### src/rtl/core/cfhash_pkg.sv
// Package with shared types, constants and hash functions for the case-folded hash unit.
`default_nettype none

package cfhash_pkg;

    // Command queue geometry.
    localparam int Q_DEPTH = 4;
    localparam int Q_PTR_W = $clog2(Q_DEPTH);
    localparam int Q_CNT_W = Q_PTR_W + 1;

    // Result buffer geometry.
    localparam int O_DEPTH = 2;
    localparam int O_PTR_W = $clog2(O_DEPTH);
    localparam int O_CNT_W = O_PTR_W + 1;

    // Command operation codes.
    localparam logic OP_MIX = 1'b0;
    localparam logic OP_FIN = 1'b1;

    // Character codes.
    localparam logic [7:0] CH_NUL       = 8'h00;
    localparam logic [7:0] CH_QUOTE     = 8'h22;
    localparam logic [7:0] CH_BACKSLASH = 8'h5C;
    localparam logic [7:0] CH_SLASH     = 8'h2F;
    localparam logic [7:0] CH_UPPER_A   = 8'h41;
    localparam logic [7:0] CH_UPPER_Z   = 8'h5A;
    localparam logic [7:0] CASE_OFFSET  = 8'h20;

    // One request passed from the front end to the back end.
    typedef struct packed {
        logic       op;
        logic [7:0] data;
    } cmd_t;

    // Mix one (already folded) byte into the running hash.
    function automatic logic [31:0] mix_byte(input logic [31:0] h, input logic [7:0] b);
        logic [31:0] s1;
        logic [31:0] s2;
        s1 = h + {{24{b[7]}}, b};
        s2 = s1 + (s1 << 10);
        return s2 ^ (s2 >> 6);
    endfunction

    // Final avalanche.
    function automatic logic [31:0] finish_hash(input logic [31:0] h);
        logic [31:0] s1;
        logic [31:0] s2;
        s1 = h + (h << 3);
        s2 = s1 ^ (s1 >> 11);
        return s2 + (s2 << 15);
    endfunction

endpackage

`default_nettype wire

### src/rtl/core/cfhash_front.sv
// Front end: accepts path bytes, folds case and tracks quoting, issues mix or finish commands.
`default_nettype none

module cfhash_front (
    input  wire logic              clk,
    input  wire logic              rst_n,
    input  wire logic              push,
    input  wire logic [7:0]        char_byte,
    input  wire logic              q_full,
    output logic                   q_push,
    output cfhash_pkg::cmd_t       q_cmd
);

    logic first_reg;
    logic first_next;
    logic quoted_reg;
    logic quoted_next;
    logic stopped_reg;
    logic stopped_next;
    logic accept;
    logic is_quote;
    logic [7:0] folded;

    assign accept   = push && !q_full;
    assign is_quote = (char_byte == cfhash_pkg::CH_QUOTE);

    always_comb
    begin
        if (char_byte >= cfhash_pkg::CH_UPPER_A && char_byte <= cfhash_pkg::CH_UPPER_Z)
        begin
            folded = char_byte + cfhash_pkg::CASE_OFFSET;
        end
        else if (char_byte == cfhash_pkg::CH_BACKSLASH)
        begin
            folded = cfhash_pkg::CH_SLASH;
        end
        else
        begin
            folded = char_byte;
        end
    end

    always_comb
    begin
        first_next   = first_reg;
        quoted_next  = quoted_reg;
        stopped_next = stopped_reg;
        q_push       = 1'b0;
        q_cmd.op     = cfhash_pkg::OP_MIX;
        q_cmd.data   = folded;
        if (accept)
        begin
            if (char_byte == cfhash_pkg::CH_NUL)
            begin
                // The terminator finishes the string and rearms the start state.
                q_push       = 1'b1;
                q_cmd.op     = cfhash_pkg::OP_FIN;
                first_next   = 1'b1;
                quoted_next  = 1'b0;
                stopped_next = 1'b0;
            end
            else if (first_reg)
            begin
                first_next = 1'b0;
                if (is_quote)
                begin
                    quoted_next = 1'b1;
                end
                else
                begin
                    q_push = 1'b1;
                end
            end
            else if (stopped_reg)
            begin
                q_push = 1'b0;
            end
            else if (quoted_reg && is_quote)
            begin
                stopped_next = 1'b1;
            end
            else
            begin
                q_push = 1'b1;
            end
        end
    end

    always_ff @(posedge clk or negedge rst_n)
    begin
        if (!rst_n)
        begin
            first_reg   <= 1'b1;
            quoted_reg  <= 1'b0;
            stopped_reg <= 1'b0;
        end
        else
        begin
            first_reg   <= first_next;
            quoted_reg  <= quoted_next;
            stopped_reg <= stopped_next;
        end
    end

endmodule

`default_nettype wire

### src/rtl/core/cfhash_queue.sv
// Short command queue between the front end and the back end.
`default_nettype none

module cfhash_queue (
    input  wire logic              clk,
    input  wire logic              rst_n,
    input  wire logic              q_push,
    input  wire cfhash_pkg::cmd_t  q_in,
    output logic                   q_full,
    input  wire logic              q_pop,
    output cfhash_pkg::cmd_t       q_out,
    output logic                   q_empty
);

    cfhash_pkg::cmd_t mem_reg [cfhash_pkg::Q_DEPTH];
    logic [cfhash_pkg::Q_PTR_W-1:0] wr_ptr_reg;
    logic [cfhash_pkg::Q_PTR_W-1:0] rd_ptr_reg;
    logic [cfhash_pkg::Q_CNT_W-1:0] cnt_reg;
    logic [cfhash_pkg::Q_CNT_W-1:0] cnt_next;
    logic do_push;
    logic do_pop;

    assign q_full  = (cnt_reg == cfhash_pkg::Q_CNT_W'(cfhash_pkg::Q_DEPTH));
    assign q_empty = (cnt_reg == '0);
    assign do_push = q_push && !q_full;
    assign do_pop  = q_pop && !q_empty;
    assign q_out   = mem_reg[rd_ptr_reg];

    always_comb
    begin
        cnt_next = cnt_reg;
        if (do_push && !do_pop)
        begin
            cnt_next = cnt_reg + cfhash_pkg::Q_CNT_W'(1);
        end
        else if (do_pop && !do_push)
        begin
            cnt_next = cnt_reg - cfhash_pkg::Q_CNT_W'(1);
        end
    end

    always_ff @(posedge clk)
    begin
        if (do_push)
        begin
            mem_reg[wr_ptr_reg] <= q_in;
        end
    end

    always_ff @(posedge clk or negedge rst_n)
    begin
        if (!rst_n)
        begin
            wr_ptr_reg <= '0;
            rd_ptr_reg <= '0;
            cnt_reg    <= '0;
        end
        else
        begin
            if (do_push)
            begin
                wr_ptr_reg <= wr_ptr_reg + cfhash_pkg::Q_PTR_W'(1);
            end
            if (do_pop)
            begin
                rd_ptr_reg <= rd_ptr_reg + cfhash_pkg::Q_PTR_W'(1);
            end
            cnt_reg <= cnt_next;
        end
    end

endmodule

`default_nettype wire

### src/rtl/core/cfhash_back.sv
// Back end: running hash, finalization and the result buffer.
`default_nettype none

module cfhash_back (
    input  wire logic              clk,
    input  wire logic              rst_n,
    input  wire cfhash_pkg::cmd_t  q_out,
    input  wire logic              q_empty,
    output logic                   q_pop,
    output logic                   empty,
    input  wire logic              pop,
    output logic [31:0]            hash_value
);

    logic [31:0] hash_reg;
    logic [31:0] obuf_reg [cfhash_pkg::O_DEPTH];
    logic [cfhash_pkg::O_PTR_W-1:0] o_wr_reg;
    logic [cfhash_pkg::O_PTR_W-1:0] o_rd_reg;
    logic [cfhash_pkg::O_CNT_W-1:0] o_cnt_reg;
    logic [cfhash_pkg::O_CNT_W-1:0] o_cnt_next;
    logic o_full;
    logic o_push;
    logic o_pop;

    assign o_full     = (o_cnt_reg == cfhash_pkg::O_CNT_W'(cfhash_pkg::O_DEPTH));
    assign empty      = (o_cnt_reg == '0);
    assign hash_value = obuf_reg[o_rd_reg];

    // Mix requests always proceed; a finish request waits for buffer room.
    assign q_pop  = !q_empty && ((q_out.op == cfhash_pkg::OP_MIX) || !o_full);
    assign o_push = q_pop && (q_out.op == cfhash_pkg::OP_FIN);
    assign o_pop  = pop && !empty;

    always_comb
    begin
        o_cnt_next = o_cnt_reg;
        if (o_push && !o_pop)
        begin
            o_cnt_next = o_cnt_reg + cfhash_pkg::O_CNT_W'(1);
        end
        else if (o_pop && !o_push)
        begin
            o_cnt_next = o_cnt_reg - cfhash_pkg::O_CNT_W'(1);
        end
    end

    always_ff @(posedge clk)
    begin
        if (o_push)
        begin
            obuf_reg[o_wr_reg] <= cfhash_pkg::finish_hash(hash_reg);
        end
    end

    always_ff @(posedge clk or negedge rst_n)
    begin
        if (!rst_n)
        begin
            hash_reg  <= '0;
            o_wr_reg  <= '0;
            o_rd_reg  <= '0;
            o_cnt_reg <= '0;
        end
        else
        begin
            if (q_pop)
            begin
                if (q_out.op == cfhash_pkg::OP_FIN)
                begin
                    hash_reg <= '0;
                end
                else
                begin
                    hash_reg <= cfhash_pkg::mix_byte(hash_reg, q_out.data);
                end
            end
            if (o_push)
            begin
                o_wr_reg <= o_wr_reg + cfhash_pkg::O_PTR_W'(1);
            end
            if (o_pop)
            begin
                o_rd_reg <= o_rd_reg + cfhash_pkg::O_PTR_W'(1);
            end
            o_cnt_reg <= o_cnt_next;
        end
    end

endmodule

`default_nettype wire

### src/rtl/core/case_folded_one_at_a_time_hash_unit.sv
// Top level of the case-folded one-at-a-time path hash unit.
//
//   Channel   Ports                           Direction  Transfer
//   -------   -----------------------------   ---------  --------------------------
//   input     push, full, char_byte[7:0]      in         push high and full low
//   result    pop, empty, hash_value[31:0]    out        pop high and empty low
//
// The unit takes one byte request per cycle while full is low. The front end
// is combinational and writes the command queue at the edge that accepts the
// byte; the back end pops it and updates the running hash with an add,
// shift-add and xor-shift. A terminating zero byte passes through the command
// queue and the result buffer before its hash shows on hash_value. Reset is
// asynchronous and active low; it clears the quoting state, the running hash
// and both queues. A stalled result side fills the two-entry result buffer,
// then the four-entry command queue, and only then raises full.
`default_nettype none

module case_folded_one_at_a_time_hash_unit (
    input  wire logic        clk,
    input  wire logic        rst_n,
    input  wire logic        push,
    output logic             full,
    input  wire logic [7:0]  char_byte,
    output logic             empty,
    input  wire logic        pop,
    output logic [31:0]      hash_value
);

    // Command path between the front end and the back end.
    logic             q_push;
    logic             q_full;
    logic             q_pop;
    logic             q_empty;
    cfhash_pkg::cmd_t q_in;
    cfhash_pkg::cmd_t q_out;

    // The front end stalls only when the command queue is full.
    assign full = q_full;

    // The front end folds case, maps backslash to slash and drops the bytes
    // that the quoting rules ignore, so only mix and finish requests queue up.
    cfhash_front u_front (
        .clk       (clk),
        .rst_n     (rst_n),
        .push      (push),
        .char_byte (char_byte),
        .q_full    (q_full),
        .q_push    (q_push),
        .q_cmd     (q_in)
    );

    cfhash_queue u_queue (
        .clk     (clk),
        .rst_n   (rst_n),
        .q_push  (q_push),
        .q_in    (q_in),
        .q_full  (q_full),
        .q_pop   (q_pop),
        .q_out   (q_out),
        .q_empty (q_empty)
    );

    // The back end owns the running hash and buffers finished results.
    cfhash_back u_back (
        .clk        (clk),
        .rst_n      (rst_n),
        .q_out      (q_out),
        .q_empty    (q_empty),
        .q_pop      (q_pop),
        .empty      (empty),
        .pop        (pop),
        .hash_value (hash_value)
    );

`ifndef SYNTH
    // Every accepted terminator must become a finish request.
    assert property (@(posedge clk) disable iff (!rst_n)
        (push && !full && char_byte == cfhash_pkg::CH_NUL)
            |-> (q_push && q_in.op == cfhash_pkg::OP_FIN))
        else $error("terminator did not issue a finish request");

    // A result can appear only after a finish request leaves the queue.
    assert property (@(posedge clk) disable iff (!rst_n)
        (empty && !(q_pop && q_out.op == cfhash_pkg::OP_FIN)) |=> empty)
        else $error("result appeared without a finish request");

    // The queue stays full while the back end takes nothing.
    assert property (@(posedge clk) disable iff (!rst_n)
        (full && !q_pop) |=> full)
        else $error("command queue lost an entry while stalled");
`endif

endmodule

`default_nettype wire

### config.mk
export PLATFORM = sky130hd
export DESIGN_NAME = case_folded_one_at_a_time_hash_unit
export DESIGN_NICKNAME = d
export VERILOG_FILES = /design/src/rtl/core/cfhash_pkg.sv /design/src/rtl/core/cfhash_front.sv /design/src/rtl/core/cfhash_queue.sv /design/src/rtl/core/cfhash_back.sv /design/src/rtl/core/case_folded_one_at_a_time_hash_unit.sv
export SDC_FILE = /design/constraint.sdc
export NUM_CORES = 1
export LEC_CHECK = 0
export BUFFER_PORTS_ARGS = -buffer_cell sky130_fd_sc_hd__buf_2
export CAP_MARGIN = 25
export CORE_MARGIN = 1.5
export CORE_UTILIZATION = 56
export DETAILED_ROUTE_END_ITERATION = 8
export HOLD_SLACK_MARGIN = 0.02
export PLACE_DENSITY = 0.74
export SYNTH_ARGS = -nofsm -noshare
export SYNTH_HDL_FRONTEND = slang
export SYNTH_SLANG_ARGS = --single-unit
### constraint.sdc
create_clock -name clk -period 9.82 [get_ports clk]
set_input_delay 0.491 -clock clk [delete_from_list [all_inputs] [get_ports clk]]
set_output_delay 0.491 -clock clk [all_outputs]
set_load 0.03 [all_outputs]
==> results of run 1 <==
## metal layers
metal / up-vias / global-route usage / part of all wire
met5: - / 0 / 0
met4: 0 / 0.0792 / 0.018
met3: 35 / 0.0468 / 0.056
met2: 222 / 0.395 / 0.46
met1: 3581 / 0.343 / 0.47
li1: 3692 / - / -
## synth_stat cells (3+ instances only)
cell      count
nand2_1      44
ha_1        101
a2111o_1      3
clkbuf_1     18
and3_1        7
a21oi_1      73
edfxtp_1    100
o21ai_1      14
o31ai_1       5
xor2_1       61
a21boi_0      5
a211o_1       3
o21bai_1      6
fa_1          5
nor2b_1      12
inv_1        40
or2_2         4
nor4_1        3
o21a_1       13
dfrtp_1      45
mux2_2       33
o211ai_1      4
a211oi_1     10
nand3_1       8
nor2_1       64
nand4_1       3
o21ai_0      32
a22o_1       30
nor3_1       13
and2_1       15
nor3b_1       4
a31oi_1       5
a21o_1       28
xnor2_1      84
nand2b_1     15
mux4_2        9
## layout make-up
| type | count | share of cell area |
|---|---|---|
| multi-input cells | 764 | 0.529 |
| flip-flops and latches | 146 | 0.358 |
| clock buffers | 21 | 0.0406 |
| well taps | 229 | 0.0247 |
| repair buffers | 51 | 0.0246 |
| inverters | 41 | 0.0133 |
| clock inverters | 11 | 0.00992 |
## final timing paths
kind / cells past startpoint / slack (ns) / endpoint / from
max in group asynchronous: 3 / 8.74 / u_back.hash_reg[22] / rst_n
hold reg to reg: 1 / 0.48 / u_back.o_rd_reg / u_back.o_rd_reg
hold / removal: 1 / 0.34 / u_queue.mem_reg[3][3] / char_byte[3]
min in group asynchronous: 2 / 0.56 / u_front.stopped_reg / rst_n
setup reg to reg: 28 / 2.98 / u_back.obuf_reg[0][31] / u_back.hash_reg[3]
setup / recovery: 28 / 2.98 / u_back.obuf_reg[0][31] / u_back.hash_reg[3]
## stage by stage
| step | worst slack (ns) | hold WS (ns) | util | instance area (um2) | cells |
|---|---|---|---|---|---|
| finish | 2.98 | 0.341 | 0.637 | 11600 | 1263 |
| detailed placement | 3.05 | 0.446 | 0.605 | 11000 | 1230 |
| CTS | 3.03 | 0.322 | 0.637 | 11600 | 1263 |
| global placement | 3.25 | 0.470 | 0.603 | 11000 | 1229 |
| floorplan | 3.89 | 0.195 | - | 10500 | 970 |
| global route | 2.55 | 0.333 | 0.637 | 11600 | 1263 |
## logic make-up (layout without fill, tap and decap cells)
family                   count (synthesis)  count (layout)
AO/OA/AOI/OAI                          262             262
XOR/XNOR                               150             150
adder cells (fa/ha/maj)                108             108
buffers and inverters                   60             124
flip-flops                             146             146
multiplexers                            43              43
AND/OR/NAND/NOR                        201             201
## placed cells by master (no fill, tap or decap), drive strengths merged, types with 5 or more instances in the layout
cell    count
a21o       28
nor2       64
xnor2      86
a22o       30
o31ai       5
ha        101
and2       15
o21a       13
edfxtp    100
a21oi      73
nand3       8
mux2       34
dfrtp      45
a31oi       6
nor3       13
or2         5
nand2b     16
xor2       63
fa          5
o21ai      48
clkbuf     21
a21boi      7
nand2      44
o21bai      6
buf        50
inv        46
nor2b      12
a211oi     13
mux4        9
and3        7
==> flow_summary.toml, run 1 <==
[run_status]
status = "complete, no violations"

[timing]
max_slew.worst_pin.slew_ns = 0.812
setup_violations = 0
final-max-slew-violation-count = 0
rsz0062_at_grt = "no"
finClkSkew_ns = 0.0111
finalCritPeriodShare = 0.696
tns_ns = 0
slew-limit-headroom = 0.445
period_needed_ns = 6.84
hold_viol = 0
max_freq_mhz = 146

[global_route]
antenna_found_initial = 0
grt.overflow.total = 0
grt_pass1_wl_mm = 38.2
grt_max_degree = 36
grt.total_usage = 0.248
grt_pass1_vias = 7468

[logic_synthesis]
async_reset_ff_frac = 0.315
yosys_register_bits = 146
synth-simple-area-share = 0.0942
synth-compound-area-share = 0.172
synth_ff_type = "edfxtp_1"
synth_area_leaders = "edfxtp_1 29%, ha_1 12%, dfrtp_1 11%"
synthMuxAreaShare = 0.0557
synth_edf_count = 100
yosys_warnings = 0
synth_nets = 1088
avgSynthCellArea_um2 = 10.8
yosysTopAreaCellShare = 0.286
seq_area_frac_synth = 0.395
synth_top_family_by_area = "compound AO/OA/AOI/OAI gates"
synth_fa_ha_area_frac = 0.132
syn_inst = 970
ys_types = 77
syn_area_um2 = 10500
synth_xor_xnor_area_share = 0.129
synth_top_area_cell = "edfxtp_1"

[finish]
area_delta_synth_final_pct = 10.4
nNetsFinal = 1139
drive_gt1_frac = 0.143
largest_reg_flops = 64
fillCellCount = 1447
antennaDiodeCount = 0
register_area_um2 = 4160
multi_input_area_um2 = 6140

[clocking]
cts_tree = "yes"
clkLatencyLatePin_ns = 0.43
clkTransAtPathRegs_ns = 0.06
cts.sinks = 146
htree_num_levels = 4
hold_buffers = 1
post_cts_resized = 0
postCtsSetupBuffers = 0
cts-root-buf = "clkbuf_16"
cts_max_path_buffers = 2
numCtsBuffers = 17

[drt]
drt-pass1-iter-count = 5
wirelength_mm = 22.9
final_antenna_net_count = 0
routedWlPerCell_um = 18.1
drt_iter0_markers = 466
viasPerCell = 5.96
vias = 7530
drc = 0

[floorplan]
core-area_um2 = 18200
die_area_um2 = 19600
die_y_um = 140
start_util = 0.577
io_pins = 46
core.rowCount = 49
die-width_um = 140

[placed_design]
dp_hpwl_mm = 17.6
gp_congestion = 0.911
io_buffers = 45

[worst_setup_path]
endpoint_kind = "register"
arrival_ns = 6.99
required_ns = 9.97
crit_fanout = 4
crit_top_cell = "o21ai_1"
startpoint_type = "register"
path_buf_inv = 1
cp_slowest_stage_delay_ns = 0.51
crit_family = "compound AO/OA/AOI/OAI gates"
slowest_stage = "o31ai_1"
critical_path_class = "reg2reg"

[run]
cap_violations = 0

[worst_hold_path]
hold_path_class = "in2reg"
Power of run 1 is left out: the tool's default activity adds up to more than one toggle a clock period on the data nets, which glitch-free logic cannot reach.
==> run 2: changes to the inputs <==
- PLACE_DENSITY: 0.74 -> 0.76
- clock period: 9.82 -> 6 ns (I/O delays scaled with it)
==> run 2 against run 1 <==
Sequential share of layout area is 1.8 points lower. Maximum frequency rose by 16%. Critical path depth shrank 3. Worst hold slack got worse by 0.20 ns. Flip-flop and latch count is the same. Via count up 4.8%. Largest cell class unchanged.
==> flow_summary.toml, run 2 (synthesized netlist as in run 1, its figures left out) <==
[drt]
wl_met1_mm = 11.1
routedWlPerCell_um = 18.8
vias = 7893
maxUsedRoutingLayer = "met4"
drc = 0
wirelength_mm = 24.6
final_antenna_net_count = 0
wl_met3_mm = 1.16
drt_iter0_markers = 611
viasPerCell = 6.05
wl_met2_mm = 11.7
drt-pass1-iter-count = 5

[timing]
fin_ws_ns = 0.127
finalCritPeriodShare = 0.979
final-max-slew-violation-count = 0
finClkSkew_ns = 0.0135
rsz0062_at_grt = "yes"
setup_violations = 0
tns_ns = 0
max_freq_mhz = 170
hold_viol = 0
max_slew.worst_pin.slew_ns = 0.807
slew-limit-headroom = 0.462
whs_ns = 0.143
period_needed_ns = 5.87

[worst_setup_path]
worstSetupStartpoint = "u_queue.rd_ptr_reg[0]"
reg2reg_slack_ns = 0.13
endpoint = "u_back.hash_reg[25]"
reg2reg_depth = 25
r2r-start = "u_queue.rd_ptr_reg[0]"
arrival_ns = 6.18
reg2reg_to = "u_back.hash_reg[25]"
critical_path_class = "reg2reg"
crit_fanout = 11
endpoint_kind = "register"
startpoint_type = "register"
required_ns = 6.31

[placed_design]
io_buffers = 45
dpl_worst_slack_ns = -0.141
gp_congestion = 0.897
dp_hpwl_mm = 18.1

[floorplan]
io_pins = 46
die-width_um = 140
core-area_um2 = 18200
die_area_um2 = 19600
core.rowCount = 49
start_util = 0.577
die_y_um = 140

[clocking]
htree_num_levels = 4
clkLatencyLatePin_ns = 0.43
cts_max_path_buffers = 2
numCtsBuffers = 17
clkTransAtPathRegs_ns = 0.07
cts.sinks = 146
cts_tree = "yes"
cts-root-buf = "clkbuf_16"

[finish]
layout_common_cells = "100 x edfxtp_1, 92 x ha_1, 81 x xnor2_1"
antennaDiodeCount = 0
area_delta_synth_final_pct = 16.5
largest_reg_flops = 64
drive_gt1_frac = 0.228
layout_commonest_cell = "edfxtp_1"
nNetsFinal = 1181

[global_route]
antenna_found_initial = 0
grt_max_degree = 36
grt.total_usage = 0.249
grt_pass1_wl_mm = 38.3
grt.overflow.total = 0
grt_pass1_vias = 7586

[run_status]
status = "complete, no violations"

[run]
cap_violations = 0

[worst_hold_path]
hold_path_class = "in2reg"
[run 2: worst min path at each step]
stage	from	to	slack [ns]	cells past startpoint
2_1_floorplan	rst_n	u_back.hash_reg[0]	0.004	0
3_3_place_gp	u_back.o_rd_reg	u_back.o_rd_reg	0.46	1
3_5_place_dp	rst_n	u_queue.wr_ptr_reg[0]	0.21	1
4_1_cts	char_byte[3]	u_queue.mem_reg[2][3]	0.14	1
5_1_grt	char_byte[3]	u_queue.mem_reg[0][3]	0.14	1
6_report	char_byte[3]	u_queue.mem_reg[0][3]	0.14	1
[run 2: cell type report]
cell class / count / area [um2]
Clock inverter: 15 / 145
Inverter: 41 / 154
Tap cell: 229 / 287
Multi-Input combinational cell: 765 / 6460
Sequential cell: 146 / 4160
Clock buffer: 17 / 425
Fill cell: 1360 / 5970
Timing Repair Buffer: 92 / 609
[run 2: repair_timing]
action                                 CTS  global route
buffers inserted                         2            12
setup endpoints to repair                6            19
endpoints found under the hold margin   10             0
hold buffers                             1             0
gates cloned                             0             1
pin swaps                                2            29
gates resized for setup                  5            58
[run 2: worst max-delay path, cell delays in order (launching register included)]
cell       delay, ns
dfrtp_1         0.38
buf_12          0.17
mux4_2          0.52
ha_2            0.21
inv_1           0.08
fa_2            0.25
nor2b_1         0.09
o31ai_2         0.29
a21oi_2         0.13
o2111ai_2       0.25
nand2_1         0.12
a211o_1         0.29
nand2b_1        0.16
a21oi_2         0.15
xnor2_1         0.13
ha_1            0.28
and3_1          0.21
a221o_1         0.39
or2_2           0.31
a41oi_2         0.18
o31a_1          0.19
maj3_2          0.24
a221oi_2        0.09
and3b_1         0.21
o41ai_2         0.33
nand2_1         0.08
[run 2: per-stage QoR]
step / util / cell area, um2 / instances
final: 0.672 / 12200 / 1305
after global routing: 0.672 / 12200 / 1305
after CTS: 0.651 / 11800 / 1292
after detailed placement: 0.616 / 11200 / 1257
after global placement: 0.615 / 11200 / 1256
after floorplan: - / 10500 / 970
[run 2: metal layers]
metal  global-route usage  vias to the layer above
met2                0.405                      237
met3               0.0455                       50
met5                    0                        -
met4               0.0798                        0
met1                0.338                     3834
li1                     -                     3772
Power of run 2 is left out for the same reason.
==> run 3: changes to the inputs <==
- RECOVER_POWER: unset -> 50
- SYNTH_HIERARCHICAL: unset -> 1
==> run 3 against run 2 <==
Non-clock buffer count decreased by 11. Cell area about the same. Sequential share of layout area about the same. Worst setup slack improved by 0.034 ns. Global-route usage increased by 0.79 points. The flow now finishes with violations (capacitance limit, slew limit). Worst hold slack improved by 0.10 ns. Via count increased by 3.7%. Synthesized cell count increased by 3.0%. Die area increased by 2.6%. Count of clock-buffer cells in the layout increased by 1. Maximum frequency increased by 0.58%.
==> flow_summary.toml, run 3 <==
[floorplan]
die_y_um = 142
core.rowCount = 50
die_area_um2 = 20100
core-area_um2 = 18800
start_util = 0.575
die-width_um = 142
io_pins = 46

[finish]
largest_reg_flops = 64
antennaDiodeCount = 0
layout_commonest_cell = "edfxtp_1"
drive_gt1_frac = 0.174
area_delta_synth_final_pct = 13.5
layout_common_cells = "100 x edfxtp_1, 93 x ha_1, 90 x xnor2_1"
nNetsFinal = 1194
final_util = 0.652
fin_area_um2 = 12200
final_cells = 1323

[clocking]
clkTransAtPathRegs_ns = 0.06
cts-root-buf = "clkbuf_16"
cts.sinks = 146
numCtsBuffers = 17
clkLatencyLatePin_ns = 0.42
htree_num_levels = 4
cts_tree = "yes"
cts_max_path_buffers = 2

[logic_synthesis]
yosysTopAreaCellShare = 0.278
yosys_register_bits = 146
syn_area_um2 = 10800
synth_edf_count = 100
synth_ff_type = "edfxtp_1"
seq_area_frac_synth = 0.385
synth_nets = 1117
syn_inst = 999
avgSynthCellArea_um2 = 10.8
ys_types = 88
synth_top_area_cell = "edfxtp_1"
yosys_warnings = 6
async_reset_ff_frac = 0.315
yosys-top-cells-count = "101 x ha_1, 100 x edfxtp_1, 94 x xnor2_1"
synthMostInstantiatedCell = "ha_1"
synth_area_leaders = "edfxtp_1 28%, ha_1 12%, dfrtp_1 10%"

[drt]
drt-pass1-iter-count = 5
wirelength_mm = 25.2
viasPerCell = 6.19
drc = 0
vias = 8186
routedWlPerCell_um = 19.1
drt_iter0_markers = 775
final_antenna_net_count = 0

[timing]
final-max-slew-violation-count = 72
max_freq_mhz = 171
hold_viol = 0
finalCritPeriodShare = 0.973
max_slew.worst_pin.slew_ns = 2.02
finClkSkew_ns = 0.0123
setup_violations = 0
slew-limit-headroom = -0.345
period_needed_ns = 5.84
fin_ws_ns = 0.161

[placed_design]
dp.cells = 1281
placed_area_um2 = 11400
io_buffers = 45
dp_hpwl_mm = 19.0
gp_congestion = 1.01
dpl_worst_slack_ns = -0.141

[global_route]
grt.total_usage = 0.256
grt.overflow.total = 0
antenna_found_initial = 0
grt_pass1_vias = 7905
grt_max_degree = 38
grt_pass1_wl_mm = 40.1

[worst_hold_path]
hold_path_class = "in2reg"

[run]
cap_violations = 2

[run_status]
status = "finished, violations left"
violations = "capacitance limit, slew limit"

[worst_setup_path]
arrival_ns = 5.99
endpoint_kind = "register"
critical_path_class = "reg2reg"
startpoint_type = "register"
required_ns = 6.15
crit_fanout = 5
[run 3: cell types whose count changed in the layout (fill, tap and decap cells not counted), moves of 12 or more]
| cell | before | now |
|---|---|---|
| buf_2 | 45 | 12 |
| clkbuf_1 | 0 | 36 |
| xor2_1 | 56 | 44 |
| o21bai_1 | 6 | 20 |
| buf_4 | 43 | 30 |
[run 3: final timing paths]
path                            slack [ns]                      to  cells after the start               start
worst max-delay path                  0.16  u_back/obuf_reg[0][31]                     26  u_back/hash_reg[4]
worst min-delay path                  0.24         u_back/o_rd_reg                      3                 pop
worst max register to register        0.16  u_back/obuf_reg[0][31]                     26  u_back/hash_reg[4]
worst min register to register        0.48      u_queue/cnt_reg[2]                      1  u_queue/cnt_reg[2]
max in group asynchronous             3.11      u_back/hash_reg[1]                      3               rst_n
min in group asynchronous             0.43     u_back/hash_reg[24]                      2               rst_n
[run 3: critical path: stages, from the launching register on]
cell	delay [ns]
dfrtp_1	0.48
ha_1	0.33
a21o_1	0.20
a21oi_4	0.17
o211ai_1	0.14
a31oi_1	0.23
nor2b_1	0.07
o21a_1	0.20
o211ai_1	0.23
o21ai_0	0.15
a21oi_1	0.26
xnor2_2	0.19
xor2_2	0.16
ha_1	0.27
fa_2	0.36
a21oi_1	0.13
nor2_1	0.07
nor2_2	0.13
o21bai_1	0.11
a21oi_2	0.19
o21bai_1	0.11
a21oi_2	0.20
o21ai_1	0.14
o41ai_2	0.37
o211a_1	0.20
o21ai_0	0.11
xnor3_1	0.36
[run 3: cell type report]
class / count / area (um2)
multi-input combinational: 784 / 6560
fill: 1439 / 6530
sequential: 146 / 4160
timing repair buffer: 81 / 465
clock buffer: 18 / 429
tap: 234 / 293
inverter: 46 / 173
clock inverter: 14 / 165
[run 3: logic make-up after synthesis]
group / share of synthesized area
flops: 0.385
buf+inv: 0.0269
xor+xnor: 0.122
compound gates: 0.181
fa+ha+maj: 0.127
mux: 0.0556
simple gates: 0.102
[run 3: timing repair]
action / 4_1_cts / 5_1_grt
hold buffers: 1 / 0
pin swaps: 3 / 15
setup buffers: 0 / 9
hold endpoints to repair: 9 / 0
resized for setup: 6 / 49
setup endpoints to repair: 4 / 22
[run 3: per-layer routing]
layer  up-vias  GRT usage  wire length, um
met5         -          0                0
met4         0     0.0852              561
met3        45     0.0456             1510
met2       316      0.417            12000
met1      3925      0.348            11200
li1       3900          -                -
[run 3: metrics by stage]
step                      hold slack [ns]  TNS [ns]
after detailed placement            0.209    -0.310
after CTS                           0.157         0
after floorplan                   0.00441         0
after global routing                0.258    -0.348
final                               0.243         0
after global placement              0.462   -0.0485
Power of run 3 is left out for the same reason.
